## config.mk

```make
export PLATFORM = sky130hd
export DESIGN_NAME = midi_chord_expander
export DESIGN_NICKNAME = d
export VERILOG_FILES = /design/src/design/mce_pkg.sv /design/src/design/mce_table.sv /design/src/design/mce_datapath.sv /design/src/design/mce_ctrl.sv /design/src/design/midi_chord_expander.sv
export SDC_FILE = /design/constraint.sdc
export NUM_CORES = 1
export LEC_CHECK = 0
export BUFFER_PORTS_ARGS = -buffer_cell sky130_fd_sc_hd__buf_2
export CAP_MARGIN = 10
export CELL_PAD_IN_SITES_DETAIL_PLACEMENT = 1
export CELL_PAD_IN_SITES_GLOBAL_PLACEMENT = 1
export CORE_ASPECT_RATIO = 1.5
export CORE_MARGIN = 2
export CORE_UTILIZATION = 55
export DETAILED_ROUTE_END_ITERATION = 16
export PLACE_DENSITY = 0.82
export SKIP_CTS_REPAIR_TIMING = 1
export SLEW_MARGIN = 10
export SYNTH_ARGS = -nofsm -noshare
export SYNTH_HDL_FRONTEND = slang
export SYNTH_SLANG_ARGS = --single-unit
```

## constraint.sdc

```tcl
create_clock -name aclk -period 10.8 [get_ports aclk]
set_input_delay 2.16 -clock aclk [delete_from_list [all_inputs] [get_ports aclk]]
set_output_delay 2.16 -clock aclk [all_outputs]
set_load 0.03 [all_outputs]
```

## src/design/mce_pkg.sv

```systemverilog
// Shared constants, field layout and controller/datapath interface types of the chord expander.
package mce_pkg;

    localparam int CHORD_SLOTS = 4;
    localparam int SEMITONES   = 12;
    localparam int TABLE_DEPTH = SEMITONES * CHORD_SLOTS;
    localparam int TBL_AW      = $clog2(TABLE_DEPTH);
    localparam int SLOT_W      = (CHORD_SLOTS > 1) ? $clog2(CHORD_SLOTS) : 1;
    localparam int PC_W        = $clog2(SEMITONES);

    localparam int OP_W     = 2;
    localparam int BYTE_W   = 8;
    localparam int COUNT_W  = 3;
    localparam int TIME_W   = 16;
    localparam int INDEX_W  = 6;
    localparam int OFF_W    = 5;
    localparam int GAIN_W   = 8;
    localparam int NOTE_W   = 10;
    localparam int PROD_W   = 2 * BYTE_W;
    localparam int Q_FRAC   = 6;
    localparam int VEL_W    = PROD_W - Q_FRAC;

    // Input item layout in s_tdata, lowest bits first.
    localparam int S_STATUS_LSB = 0;
    localparam int S_KEY_LSB    = S_STATUS_LSB + BYTE_W;
    localparam int S_LEVEL_LSB  = S_KEY_LSB + BYTE_W;
    localparam int S_COUNT_LSB  = S_LEVEL_LSB + BYTE_W;
    localparam int S_TIME_LSB   = S_COUNT_LSB + COUNT_W;
    localparam int S_INDEX_LSB  = S_TIME_LSB + TIME_W;
    localparam int S_OFF_LSB    = S_INDEX_LSB + INDEX_W;
    localparam int S_GAIN_LSB   = S_OFF_LSB + OFF_W;
    localparam int S_USED_W     = S_GAIN_LSB + GAIN_W;
    localparam int S_DATA_W     = ((S_USED_W + 7) / 8) * 8;

    // Result item layout in m_tdata, lowest bits first.
    localparam int M_USED_W     = 3 * BYTE_W + COUNT_W + TIME_W;
    localparam int M_DATA_W     = ((M_USED_W + 7) / 8) * 8;

    localparam logic [BYTE_W-1:0]  NOTE_MASK  = 8'hE0;
    localparam logic [BYTE_W-1:0]  NOTE_MATCH = 8'h80;
    localparam logic [COUNT_W-1:0] SHORT_MSG  = 3'd2;
    localparam logic [VEL_W-1:0]   VEL_MAX    = VEL_W'(127);
    localparam logic [NOTE_W-1:0]  NOTE_MAX   = NOTE_W'(127);
    localparam logic [GAIN_W-1:0]  GAIN_UNITY = 8'd64;
    localparam logic [GAIN_W-1:0]  GAIN_MIN   = 8'd32;
    localparam logic [GAIN_W-1:0]  GAIN_MAX   = 8'd128;
    localparam logic [OFF_W-1:0]   OFF_RESET  = '0;

    // Reciprocal of twelve for an 8-bit key: key / 12 == (key * 171) >> 11.
    localparam logic [PROD_W-1:0]  PC_RECIP   = 16'd171;
    localparam int                 PC_SHIFT   = 11;

    typedef enum logic [OP_W-1:0] {
        OP_EVENT      = 2'd0,
        OP_WRITE_OFF  = 2'd1,
        OP_WRITE_GAIN = 2'd2,
        OP_UNUSED     = 2'd3
    } opcode_t;

    typedef enum logic [1:0] {
        KIND_NONE,
        KIND_NOTE,
        KIND_PASS
    } kind_t;

    typedef struct packed {
        logic              accept;
        logic              rd_en;
        logic [SLOT_W-1:0] rd_slot;
        logic              emit;
    } cmd_t;

    typedef struct packed {
        kind_t kind;
        logic  keep_any;
        logic  keep_last;
        logic  out_free;
    } sts_t;

endpackage

```

## src/design/mce_table.sv

```systemverilog
// Chord slot table: offset and gain memories with per-entry valid bits and registered reads.
module mce_table import mce_pkg::*; (
    input  logic                     aclk,
    input  logic                     aresetn,
    input  logic                     off_we,
    input  logic                     gain_we,
    input  logic [TBL_AW-1:0]        wr_addr,
    input  logic signed [OFF_W-1:0]  wr_off,
    input  logic [GAIN_W-1:0]        wr_gain,
    input  logic [TBL_AW-1:0]        rd_addr,
    output logic signed [OFF_W-1:0]  rd_off,
    output logic [GAIN_W-1:0]        rd_gain
);

    logic signed [OFF_W-1:0] off_mem  [TABLE_DEPTH];
    logic [GAIN_W-1:0]       gain_mem [TABLE_DEPTH];
    logic [TABLE_DEPTH-1:0]  off_vld_reg;
    logic [TABLE_DEPTH-1:0]  gain_vld_reg;
    logic signed [OFF_W-1:0] rd_off_reg;
    logic [GAIN_W-1:0]       rd_gain_reg;
    logic                    rd_off_vld_reg;
    logic                    rd_gain_vld_reg;

    always_ff @(posedge aclk) begin
        if (off_we) begin
            off_mem[wr_addr] <= wr_off;
        end
        if (gain_we) begin
            gain_mem[wr_addr] <= wr_gain;
        end
        rd_off_reg  <= off_mem[rd_addr];
        rd_gain_reg <= gain_mem[rd_addr];
    end

    always_ff @(posedge aclk) begin
        if (!aresetn) begin
            off_vld_reg     <= '0;
            gain_vld_reg    <= '0;
            rd_off_vld_reg  <= 1'b0;
            rd_gain_vld_reg <= 1'b0;
        end else begin
            if (off_we) begin
                off_vld_reg[wr_addr] <= 1'b1;
            end
            if (gain_we) begin
                gain_vld_reg[wr_addr] <= 1'b1;
            end
            rd_off_vld_reg  <= off_vld_reg[rd_addr];
            rd_gain_vld_reg <= gain_vld_reg[rd_addr];
        end
    end

    assign rd_off  = rd_off_vld_reg  ? rd_off_reg  : OFF_RESET;
    assign rd_gain = rd_gain_vld_reg ? rd_gain_reg : GAIN_UNITY;

endmodule

```

## src/design/mce_datapath.sv

```systemverilog
// Datapath: input decode, table access, slot evaluation, result buffer and output register.
module mce_datapath import mce_pkg::*; (
    input  logic                aclk,
    input  logic                aresetn,
    input  logic [S_DATA_W-1:0] s_tdata,
    input  logic [OP_W-1:0]     s_tuser,
    input  cmd_t                cmd,
    output sts_t                sts,
    output logic                m_tvalid,
    input  logic                m_tready,
    output logic [M_DATA_W-1:0] m_tdata,
    output logic                m_tlast
);

    logic [BYTE_W-1:0]   in_status;
    logic [BYTE_W-1:0]   in_key;
    logic [BYTE_W-1:0]   in_level;
    logic [COUNT_W-1:0]  in_count;
    logic [TIME_W-1:0]   in_time;
    logic [INDEX_W-1:0]  in_index;
    logic signed [OFF_W-1:0] in_off;
    logic [GAIN_W-1:0]   in_gain;
    logic [GAIN_W-1:0]   sat_gain;
    logic                idx_ok;
    logic                is_note;
    logic [PROD_W-1:0]   pc_prod;
    logic [BYTE_W-1:0]   pc_rem;
    logic [PC_W-1:0]     pitch_class;

    logic [BYTE_W-1:0]   status_reg;
    logic [BYTE_W-1:0]   key_reg;
    logic [BYTE_W-1:0]   level_reg;
    logic [COUNT_W-1:0]  count_reg;
    logic [TIME_W-1:0]   time_reg;
    logic [TBL_AW-1:0]   base_reg;

    logic [TBL_AW-1:0]   rd_addr;
    logic signed [OFF_W-1:0] rd_off;
    logic [GAIN_W-1:0]   rd_gain;

    logic                eval_vld_reg;
    logic [SLOT_W-1:0]   eval_slot_reg;
    logic signed [OFF_W-1:0] root_reg;
    logic signed [NOTE_W-1:0] note_sum;
    logic [PROD_W-1:0]   vel_prod;
    logic [VEL_W-1:0]    vel_raw;
    logic                slot_ok;

    logic [CHORD_SLOTS-1:0] keep_reg;
    logic [BYTE_W-1:0]   key_buf_reg [CHORD_SLOTS];
    logic [BYTE_W-1:0]   vel_buf_reg [CHORD_SLOTS];
    logic [SLOT_W-1:0]   sel;

    logic                out_vld_reg;
    logic                out_last_reg;
    logic [BYTE_W-1:0]   out_status_reg;
    logic [BYTE_W-1:0]   out_key_reg;
    logic [BYTE_W-1:0]   out_vel_reg;
    logic [COUNT_W-1:0]  out_count_reg;
    logic [TIME_W-1:0]   out_time_reg;

    assign in_status = s_tdata[S_STATUS_LSB +: BYTE_W];
    assign in_key    = s_tdata[S_KEY_LSB    +: BYTE_W];
    assign in_level  = s_tdata[S_LEVEL_LSB  +: BYTE_W];
    assign in_count  = s_tdata[S_COUNT_LSB  +: COUNT_W];
    assign in_time   = s_tdata[S_TIME_LSB   +: TIME_W];
    assign in_index  = s_tdata[S_INDEX_LSB  +: INDEX_W];
    assign in_off    = s_tdata[S_OFF_LSB    +: OFF_W];
    assign in_gain   = s_tdata[S_GAIN_LSB   +: GAIN_W];

    assign idx_ok   = 32'(in_index) < TABLE_DEPTH;
    assign sat_gain = (in_gain < GAIN_MIN) ? GAIN_MIN :
                      (in_gain > GAIN_MAX) ? GAIN_MAX : in_gain;
    assign is_note  = (in_count > SHORT_MSG) && ((in_status & NOTE_MASK) == NOTE_MATCH);

    assign pc_prod     = PROD_W'(in_key) * PC_RECIP;
    assign pc_rem      = in_key - BYTE_W'((pc_prod >> PC_SHIFT) * SEMITONES);
    assign pitch_class = pc_rem[PC_W-1:0];

    assign sts.kind = (s_tuser != OP_EVENT) ? KIND_NONE :
                      is_note ? KIND_NOTE : KIND_PASS;

    assign rd_addr = TBL_AW'(base_reg + TBL_AW'(cmd.rd_slot));

    mce_table u_table (
        .aclk    (aclk),
        .aresetn (aresetn),
        .off_we  (cmd.accept && s_tuser == OP_WRITE_OFF && idx_ok),
        .gain_we (cmd.accept && s_tuser == OP_WRITE_GAIN && idx_ok),
        .wr_addr (TBL_AW'(in_index)),
        .wr_off  (in_off),
        .wr_gain (sat_gain),
        .rd_addr (rd_addr),
        .rd_off  (rd_off),
        .rd_gain (rd_gain)
    );

    always_ff @(posedge aclk) begin
        if (cmd.accept) begin
            status_reg <= in_status;
            key_reg    <= in_key;
            level_reg  <= in_level;
            count_reg  <= in_count;
            time_reg   <= in_time;
            base_reg   <= TBL_AW'(pitch_class * CHORD_SLOTS);
        end
    end

    // Slot evaluation runs in the cycle after the table read is issued.
    assign note_sum = $signed({2'b00, key_reg}) + NOTE_W'(rd_off);
    assign vel_prod = PROD_W'(rd_gain) * PROD_W'(level_reg);
    assign vel_raw  = vel_prod[PROD_W-1:Q_FRAC];
    assign slot_ok  = !(eval_slot_reg != '0 && rd_off == root_reg)
                      && !note_sum[NOTE_W-1] && (note_sum <= $signed(NOTE_MAX))
                      && (vel_raw != '0);

    always_comb begin
        sel = '0;
        for (int i = CHORD_SLOTS - 1; i >= 0; i--) begin
            if (keep_reg[i]) begin
                sel = SLOT_W'(i);
            end
        end
    end

    assign sts.keep_any  = keep_reg != '0;
    assign sts.keep_last = (keep_reg & (keep_reg - 1'b1)) == '0;
    assign sts.out_free  = !out_vld_reg || m_tready;

    always_ff @(posedge aclk) begin
        if (eval_vld_reg) begin
            key_buf_reg[eval_slot_reg] <= note_sum[BYTE_W-1:0];
            vel_buf_reg[eval_slot_reg] <= (vel_raw > VEL_MAX) ? BYTE_W'(VEL_MAX)
                                                               : vel_raw[BYTE_W-1:0];
            if (eval_slot_reg == '0) begin
                root_reg <= rd_off;
            end
        end else if (cmd.accept) begin
            key_buf_reg[0] <= in_key;
            vel_buf_reg[0] <= in_level;
        end
        if (cmd.emit) begin
            out_status_reg <= status_reg;
            out_key_reg    <= key_buf_reg[sel];
            out_vel_reg    <= vel_buf_reg[sel];
            out_count_reg  <= count_reg;
            out_time_reg   <= time_reg;
            out_last_reg   <= sts.keep_last;
        end
    end

    always_ff @(posedge aclk) begin
        if (!aresetn) begin
            eval_vld_reg  <= 1'b0;
            eval_slot_reg <= '0;
            keep_reg      <= '0;
            out_vld_reg   <= 1'b0;
        end else begin
            eval_vld_reg  <= cmd.rd_en;
            eval_slot_reg <= cmd.rd_slot;
            if (cmd.accept) begin
                keep_reg <= (sts.kind == KIND_PASS) ? CHORD_SLOTS'(1) : '0;
            end else if (eval_vld_reg) begin
                keep_reg[eval_slot_reg] <= slot_ok;
            end else if (cmd.emit) begin
                keep_reg[sel] <= 1'b0;
            end
            if (cmd.emit) begin
                out_vld_reg <= 1'b1;
            end else if (m_tready) begin
                out_vld_reg <= 1'b0;
            end
        end
    end

    assign m_tvalid = out_vld_reg;
    assign m_tlast  = out_last_reg;
    assign m_tdata  = M_DATA_W'({out_time_reg, out_count_reg, out_vel_reg, out_key_reg,
                                 out_status_reg});

endmodule

```

## src/design/mce_ctrl.sv

```systemverilog
// Controller state machine: input acceptance, slot read sequence and result emission.
module mce_ctrl import mce_pkg::*; (
    input  logic aclk,
    input  logic aresetn,
    input  logic s_tvalid,
    output logic s_tready,
    input  sts_t sts,
    output cmd_t cmd
);

    typedef enum logic [1:0] {
        ST_IDLE,
        ST_READ,
        ST_DRAIN,
        ST_EMIT
    } state_t;

    state_t            state_reg;
    state_t            state_next;
    logic [SLOT_W-1:0] rd_cnt_reg;
    logic [SLOT_W-1:0] rd_cnt_next;
    logic              ready_reg;

    always_comb begin
        state_next  = state_reg;
        rd_cnt_next = rd_cnt_reg;
        cmd.accept  = 1'b0;
        cmd.rd_en   = 1'b0;
        cmd.rd_slot = rd_cnt_reg;
        cmd.emit    = 1'b0;
        case (state_reg)
            ST_IDLE: begin
                cmd.accept = s_tvalid && ready_reg;
                if (cmd.accept) begin
                    rd_cnt_next = '0;
                    case (sts.kind)
                        KIND_NOTE: state_next = ST_READ;
                        KIND_PASS: state_next = ST_EMIT;
                        default:   state_next = ST_IDLE;
                    endcase
                end
            end
            ST_READ: begin
                cmd.rd_en = 1'b1;
                if (rd_cnt_reg == SLOT_W'(CHORD_SLOTS - 1)) begin
                    state_next = ST_DRAIN;
                end else begin
                    rd_cnt_next = rd_cnt_reg + 1'b1;
                end
            end
            ST_DRAIN: begin
                state_next = ST_EMIT;
            end
            ST_EMIT: begin
                if (!sts.keep_any) begin
                    state_next = ST_IDLE;
                end else if (sts.out_free) begin
                    cmd.emit = 1'b1;
                    if (sts.keep_last) begin
                        state_next = ST_IDLE;
                    end
                end
            end
            default: begin
                state_next = ST_IDLE;
            end
        endcase
    end

    always_ff @(posedge aclk) begin
        if (!aresetn) begin
            state_reg  <= ST_IDLE;
            rd_cnt_reg <= '0;
            ready_reg  <= 1'b1;
        end else begin
            state_reg  <= state_next;
            rd_cnt_reg <= rd_cnt_next;
            ready_reg  <= state_next == ST_IDLE;
        end
    end

    assign s_tready = ready_reg;

endmodule

```

## src/design/midi_chord_expander.sv

```systemverilog
// Top level of the MIDI chord expander: controller, datapath and checks.
// After a table write or an ignored item the block is ready again in the next cycle.
// A passed event is loaded into the output register once that register is free, and only then is the block ready again.
// A note event reads its CHORD_SLOTS entries, one per cycle, then emits one result per cycle
// while the output register is free; a note event with no kept result emits nothing.
// Reset returns every slot to zero offset and unity gain at once and empties the output.
module midi_chord_expander import mce_pkg::*; (
    input  logic                aclk,
    input  logic                aresetn,
    input  logic                s_tvalid,
    output logic                s_tready,
    // status_byte, key_byte, level_byte, byte_count, frame_time, table_index,
    // write_offset, write_gain, zero fill
    input  logic [S_DATA_W-1:0] s_tdata,
    // opcode
    input  logic [OP_W-1:0]     s_tuser,
    output logic                m_tvalid,
    input  logic                m_tready,
    // out_status, out_key, out_level, out_count, out_time, zero fill
    output logic [M_DATA_W-1:0] m_tdata,
    output logic                m_tlast
);

    cmd_t cmd;
    sts_t sts;

    mce_ctrl u_ctrl (
        .aclk     (aclk),
        .aresetn  (aresetn),
        .s_tvalid (s_tvalid),
        .s_tready (s_tready),
        .sts      (sts),
        .cmd      (cmd)
    );

    mce_datapath u_datapath (
        .aclk     (aclk),
        .aresetn  (aresetn),
        .s_tdata  (s_tdata),
        .s_tuser  (s_tuser),
        .cmd      (cmd),
        .sts      (sts),
        .m_tvalid (m_tvalid),
        .m_tready (m_tready),
        .m_tdata  (m_tdata),
        .m_tlast  (m_tlast)
    );

    a_busy_after_event: assert property (@(posedge aclk) disable iff (!aresetn)
        (s_tvalid && s_tready && s_tuser == OP_EVENT) |=> !s_tready)
        else $error("Input accepted while an event is still in work.");

    a_no_work_when_ready: assert property (@(posedge aclk) disable iff (!aresetn)
        s_tready |-> !(cmd.rd_en || cmd.emit))
        else $error("Table read or emission while the block is ready.");

    a_emit_has_room: assert property (@(posedge aclk) disable iff (!aresetn)
        cmd.emit |-> (sts.out_free && sts.keep_any))
        else $error("Emission without a free output register or a kept slot.");

endmodule

```

Word-level counts from Yosys, hierarchy flattened
Memory sizes are Yosys's and may differ from the RTL's. A register that Yosys moved wholly into a read port is not among the register bits.
Index checks and enable logic that the tools add are counted.

storage, ports and cells
  bits in registers = 191
  RAM bits = 688
  memories kept = 4

operators by class
  add/subtract/negate cells = 5
  multipliers = 3
  $lt $le $gt $ge = 13
  equality and inequality tests = 12
  mux-type cells = 58
  bitwise logic cells = 5
  reductions and logical operators = 32

memory list
  name                         words  bits a word  rd ports  clocked after Yosys merged registers in  wr ports  RTL line            RTL
  u_datapath.u_table.gain_mem  48     8            1         1                                        1         mce_table.sv:16     logic [GAIN_W-1:0] gain_mem [TABLE_DEPTH];
  u_datapath.u_table.off_mem   48     5            1         1                                        1         mce_table.sv:15     logic signed [OFF_W-1:0] off_mem [TABLE_DEPTH];
  u_datapath.key_buf_reg       4      8            1         1                                        1         mce_datapath.sv:50  logic [BYTE_W-1:0] key_buf_reg [CHORD_SLOTS];
  u_datapath.vel_buf_reg       4      8            1         1                                        1         mce_datapath.sv:51  logic [BYTE_W-1:0] vel_buf_reg [CHORD_SLOTS];

operator list
  cell                                                                                count
  48-bit bitwise OR                                                                   2
  8-bit two-way mux                                                                   6
  2-bit two-way mux                                                                   15
  1-bit two-way mux                                                                   24
  8-bit by 8-bit multiplier with 16-bit output                                        1
  8-bit by 8-bit multiplier with 16-bit output (second input constant)                1
  8-bit OR reduction                                                                  2
  6-bit by 7-bit less-than comparator with 1-bit output (second input constant)       2
  1-bit logical AND                                                                   13
  1-bit binary-select mux with 6-bit select                                           2
  4-bit two-way mux                                                                   3
  9-bit by 5-bit adder with 10-bit output                                             1
  2-bit equality test (second input constant)                                         5
  10-bit by 7-bit > comparator with 1-bit output (second input constant)              1
  10-bit by 8-bit less-or-equal comparator with 1-bit output (second input constant)  1
  10-bit nonzero test                                                                 1
  4-bit bitwise AND                                                                   2
  8-bit > comparator (second input constant)                                          1
  8-bit by 6-bit less-than comparator with 1-bit output (second input constant)       1
  2-bit case mux with 2 select lines                                                  2
  2-bit case mux with 4 select lines                                                  1
  2-bit nonzero test                                                                  4
  6-bit by 2-bit adder with 6-bit output                                              1
  1-bit demux with 6-bit select                                                       1
  26 further kinds                                                                    35

Logic depth before layout (Yosys ltp)
  depth in word-level cells = 13
  depth in mapped cells = 19
  gate-level depth less buffers = 18

Modules after synthesis
A second synthesis with hierarchy kept.

second synthesis, totals
  cells, all modules = 2332
  area total of the unflattened synthesis = 38303.0 sq um

by module, submodules not included
  module        times used  cells each  area each (sq um)  seq. area each (sq um)
  mce_table     1           1572        28771.3            20960.1
  mce_datapath  1           729         9236.4             4904.7
  mce_ctrl      1           31          295.3              100.1

Worst setup path after synthesis
Ideal clock, no wire load.

  kind = input-to-reg
  from = input s_tdata[9]
  to = register u_datapath.base_reg[5], data pin
  arrival = 5.712 ns
  data required time = 10.542 ns
  slack = 4.831 ns
  stages on the path = 18
  cells stage by stage = ha_1 > inv_1 > fa_1 > fa_1 > inv_1 > fa_1 > ha_1 > nand3_1 > nand2_1 > a41o_1 > o21ai_0 > nand2b_1 > xor2_1 > ha_1 > xor2_1 > xnor2_1 > xnor2_1 > xnor2_1

between the ends
  word-level cells in the longest chain between the ends = 3

ends and longest elaborated chain
  element                                       RTL line                   RTL
  start, declared                               midi_chord_expander.sv:14  input logic [S_DATA_W-1:0] s_tdata,
  8-bit by 8-bit multiplier with 16-bit output  mce_datapath.sv:76         assign pc_prod = PROD_W'(in_key) * PC_RECIP;
  5-bit by 2-bit multiplier with 2-bit output   mce_datapath.sv:77         assign pc_rem = in_key - BYTE_W'((pc_prod >> PC_SHIFT) * SEMITONES);
  4-bit subtractor *                            mce_datapath.sv:77
  via u_datapath.pc_rem[3]                      mce_datapath.sv:27         logic [BYTE_W-1:0] pc_rem;
  end signal, assigned                          mce_datapath.sv:105        base_reg <= TBL_AW'(pitch_class * CHORD_SLOTS);
  end, declared                                 mce_datapath.sv:35         logic [TBL_AW-1:0] base_reg;

The timed path passes the listed nets; every way through them passes the cells marked *.
A chain may end at the register's enable or synchronous reset.

Worst setup path in the final report
  from = register u_datapath.u_table.rd_gain_vld_reg
  to = memory u_datapath.vel_buf_reg[2][2], data pin

between the ends
  word-level cells in the longest chain between the ends = 5

ends and longest elaborated chain
  element                                         RTL line             RTL
  start, declared                                 mce_table.sv:22      logic rd_gain_vld_reg;
  start signal, assigned                          mce_table.sv:49      rd_gain_vld_reg <= gain_vld_reg[rd_addr];
  8-bit two-way mux *                             mce_table.sv:54      assign rd_gain = rd_gain_vld_reg ? rd_gain_reg : GAIN_UNITY;
  8-bit by 8-bit multiplier with 16-bit output *  mce_datapath.sv:111  assign vel_prod = PROD_W'(rd_gain) * PROD_W'(level_reg);
  10-bit by 7-bit > comparator with 1-bit output  mce_datapath.sv:133  vel_buf_reg[eval_slot_reg] <= (vel_raw > VEL_MAX) ? BYTE_W'(VEL_MAX)
  8-bit two-way mux *                             mce_datapath.sv:133
  8-bit two-way mux (no source line) *            -
  end, declared                                   mce_datapath.sv:51

Every way passes the cells marked *; elsewhere a longest branch is shown, timed or not.

==> out/metrics.csv <==
stage,metric,value,unit
layout,fillCellCount,5860,
placement,gp_congestion,0.837,
logic_synthesis,synth.distinct_cells,77,
routing,viasPerCell,6.29,
sta,timing.fmax,0.169,GHz
die,start_util,0.555,
clocking,clk_latency,0.66,ns
setup_path,crit_arrival,6.28,ns
die,fp.dieW,218,um
clocking,root_buffer,clkbuf_16,
die,fp.dieH,325,um
placement,place_area,39200,um^2
clocking,clk_path_buf_depth,3,
die,dieArea,70700,um^2
logic_synthesis,yosysTopAreaCell,edfxtp_1,
sta,fin_worst_skew,0.0335,ns
routing,vias,20100,
status,status,"complete, no violations",
sta,setup_viol,0,
logic_synthesis,syn_area,37700,um^2
clocking,cts_inserted_buffers,81,
power,swShare,0.246,
logic_synthesis,ys.flop_type,edfxtp_1,
layout,biggestRegsByFlops,"u_datapath.u_table.gain_mem: 384 flops, u_datapath.u_table.off_mem: 240 flops",
setup_path,cpMaxStageDelayCell,fa_1,
logic_synthesis,async_reset_ff_frac,0,
logic_synthesis,avgSynthCellArea,17.9,um^2
power,power_switching,1940,uW
routing,wl_per_cell,29.1,um
setup_path,end_kind,flip-flop,
logic_synthesis,ys_seq_area_frac,0.689,
die,std_cell_rows,117,
layout,nets,2428,
sta,worstMarginPinSlew,1.18,ns
power,vdd_drop_max,0.127,mV
setup_path,cp.buffers_inverters,2,
logic_synthesis,synth_edf_count,782,
logic_synthesis,yosysWarnings,0,
global_routing,grt_pass1_wl,141,mm
sta,fin_tns_setup,0,ns
clocking,cts_sinks,906,
logic_synthesis,synth_area_leaders,"edfxtp_1 62%, mux4_2 13%, dfxtp_1 6.6%, fa_1 2.5%, ha_1 2.5%",
sta,maxSlewViolCount,0,
power,power_leakage,0.0142,uW
setup_path,r2r_cells,16,
setup_path,max_stage_delay,0.57,ns
setup_path,crit_type,reg2reg,
hold_path,holdPathStages,0,
setup_path,critical-path-top-delay-family,adder cells,
placement,place_hpwl,57.7,mm
placement,port_buffers,113,
hold_path,hp-class,reg2reg,
sta,finalCritPeriodShare,0.549,
logic_synthesis,ys_seq_elements,906,
routing,drtIter0Drc,1908,
clocking,cts_tree,yes,
setup_path,cp_cell_sequence,buf_4 -> and2_1 -> nand2_1 -> fa_1 -> fa_1 -> fa_1 -> fa_1 -> inv_1 -> ha_1 -> a21o_1 -> a32o_1 -> a221o_1 -> o21ai_0 -> o211ai_2 -> nand2b_1 -> o22a_1,
layout,drive_gt1_frac,0.224,
power,power.density,187,nW/um^2
sta,hold_viol_final,0,
global_routing,grt_pass1_vias,22200,
layout,regMostFlops,u_datapath.u_table.gain_mem,
global_routing,grt_usage,0.272,
setup_path,crit_path_frequent_cell,fa_1,
clocking,clkTransAtPathRegs,0.07,ns
layout,largest_reg_flops,384,
die,core,67900,um^2
logic_synthesis,yosysTopAreaCellShare,0.623,
layout,area_growth,11.1,%
logic_synthesis,syn_inst,2107,
clocking,htree_levels,3,
global_routing,grt_max_degree,111,
setup_path,setup.worst_path.start_class,flip-flop,
setup_path,cp.depth,16,
sta,period_needed,5.93,ns
routing,first_pass_iters,5,
sta,rsz0062_at_grt,no,
global_routing,antenna_found_initial,5,
routing,ant_nets,0,
die,pin_count,121,
power,pwr-share-comb,0.120,
power,pwr-share-clk,0.369,
routing,wl,93.0,mm
setup_path,critPathRequiredTime,11.16,ns
flow_run,drv_cap,0,
global_routing,gr-total-overflow,0,
power,p_int,5920,uW
layout,finish.instance_area,41900,um^2
routing,drc,0,
power,seq_power_share,0.511,
sta,maxSlewHeadroom,0.211,
setup_path,crit_fanout,36,
==> per-layer routing <==
layer / global-route usage / vias to the layer above / part of all wire
met5: 0 / - / 0.00019
met4: 0.136 / 2 / 0.051
met3: 0.0453 / 252 / 0.055
met2: 0.478 / 785 / 0.54
met1: 0.322 / 10600 / 0.36
li1: - / 8490 / -
==> final cells by class <==
type                    instances  area, um^2  share of cell area
flip-flops and latches        906       26000               0.620
clock inverters                48         473              0.0113
diodes                          2        5.00            0.000119
well taps                     892        1120              0.0266
clock buffers                 101        2170              0.0519
multi-input cells            1012       11000               0.262
repair buffers                144         826              0.0197
inverters                      91         342             0.00815
==> cells by family after synthesis <==
kind of cell    Yosys count  share of synthesized area
xor+xnor                 24                    0.00558
compound gates          246                     0.0458
flops                   906                      0.689
fa+ha+maj               123                     0.0501
buf+inv                 193                     0.0209
simple gates            355                     0.0452
other cells               1                  0.0000995
mux                     259                      0.143
==> cells in the final DEF (no fill, tap or decap), drive strengths merged, types with 31 or more instances in the layout <==
| cell type | Yosys | layout |
|---|---|---|
| ha | 75 | 75 |
| nor2 | 149 | 149 |
| dfxtp | 124 | 124 |
| o21a | 102 | 102 |
| fa | 47 | 47 |
| mux2i | 34 | 34 |
| inv | 90 | 94 |
| edfxtp | 782 | 782 |
| o21ai | 48 | 48 |
| mux4 | 225 | 225 |
| nand2 | 69 | 69 |
| buf | 37 | 144 |
| clkinv | 1 | 34 |
| and2 | 31 | 31 |
| clkbuf | 65 | 101 |
==> worst paths after layout <==
| kind | start | end | slack [ns] |
|---|---|---|---|
| max reg2reg | u_datapath.u_table.rd_gain_vld_reg$_SDFF_PN0_ | u_datapath.vel_buf_reg[2][2]$_DFFE_PP_ | 4.87 |
| min reg2reg | u_datapath.time_reg[14]$_DFFE_PP_ | u_datapath.out_time_reg[14]$_DFFE_PP_ | 0.42 |
| min | u_datapath.time_reg[14]$_DFFE_PP_ | u_datapath.out_time_reg[14]$_DFFE_PP_ | 0.42 |
| max | u_datapath.u_table.rd_gain_vld_reg$_SDFF_PN0_ | u_datapath.vel_buf_reg[2][2]$_DFFE_PP_ | 4.87 |
==> power groups by stage <==
stage               Sequential, uW  Combinational, uW  Clock [uW]
floorplan                     4040                648           0
global placement              4080                879           0
detailed placement            4090                931           0
CTS                           4010                952        2940
global route                  4020               1020        3040
finish                        4010                943        2900
==> through the flow <==
step | setup WS (ns) | total power [uW] | utilization | cells | hold WS [ns]
CTS | 4.89 | 7900 | 0.616 | 3193 | 0.423
global placement | 4.37 | 4960 | 0.577 | 3044 | 0.401
floorplan | 4.83 | 4690 | - | 2111 | 0.400
detailed placement | 4.31 | 5020 | 0.577 | 3044 | 0.407
global route | 4.55 | 8090 | 0.617 | 3196 | 0.434
finish | 4.87 | 7850 | 0.617 | 3196 | 0.425
==> synthesized netlist by cell type (4+ instances only) <==
cell type and number:
a21o_1 7, a21oi_1 27, a22oi_1 4, a31oi_1 17, and2_1 28, and3_1 29
buf_1 7, buf_2 23, buf_4 6, clkbuf_1 64, dfxtp_1 124, edfxtp_1 782
fa_1 47, ha_1 75, inv_1 90, mux2i_1 34, mux4_2 225, nand2_1 69
nand2b_1 10, nand3_1 15, nand3b_1 7, nand4_1 7, nor2_1 149, nor2b_1 10
nor3_1 4, nor4_1 4, o21a_1 101, o21ai_0 46, o22a_1 6, o22ai_1 4
xnor2_1 16, xor2_1 8
Power figures use the tool's default switching activity.
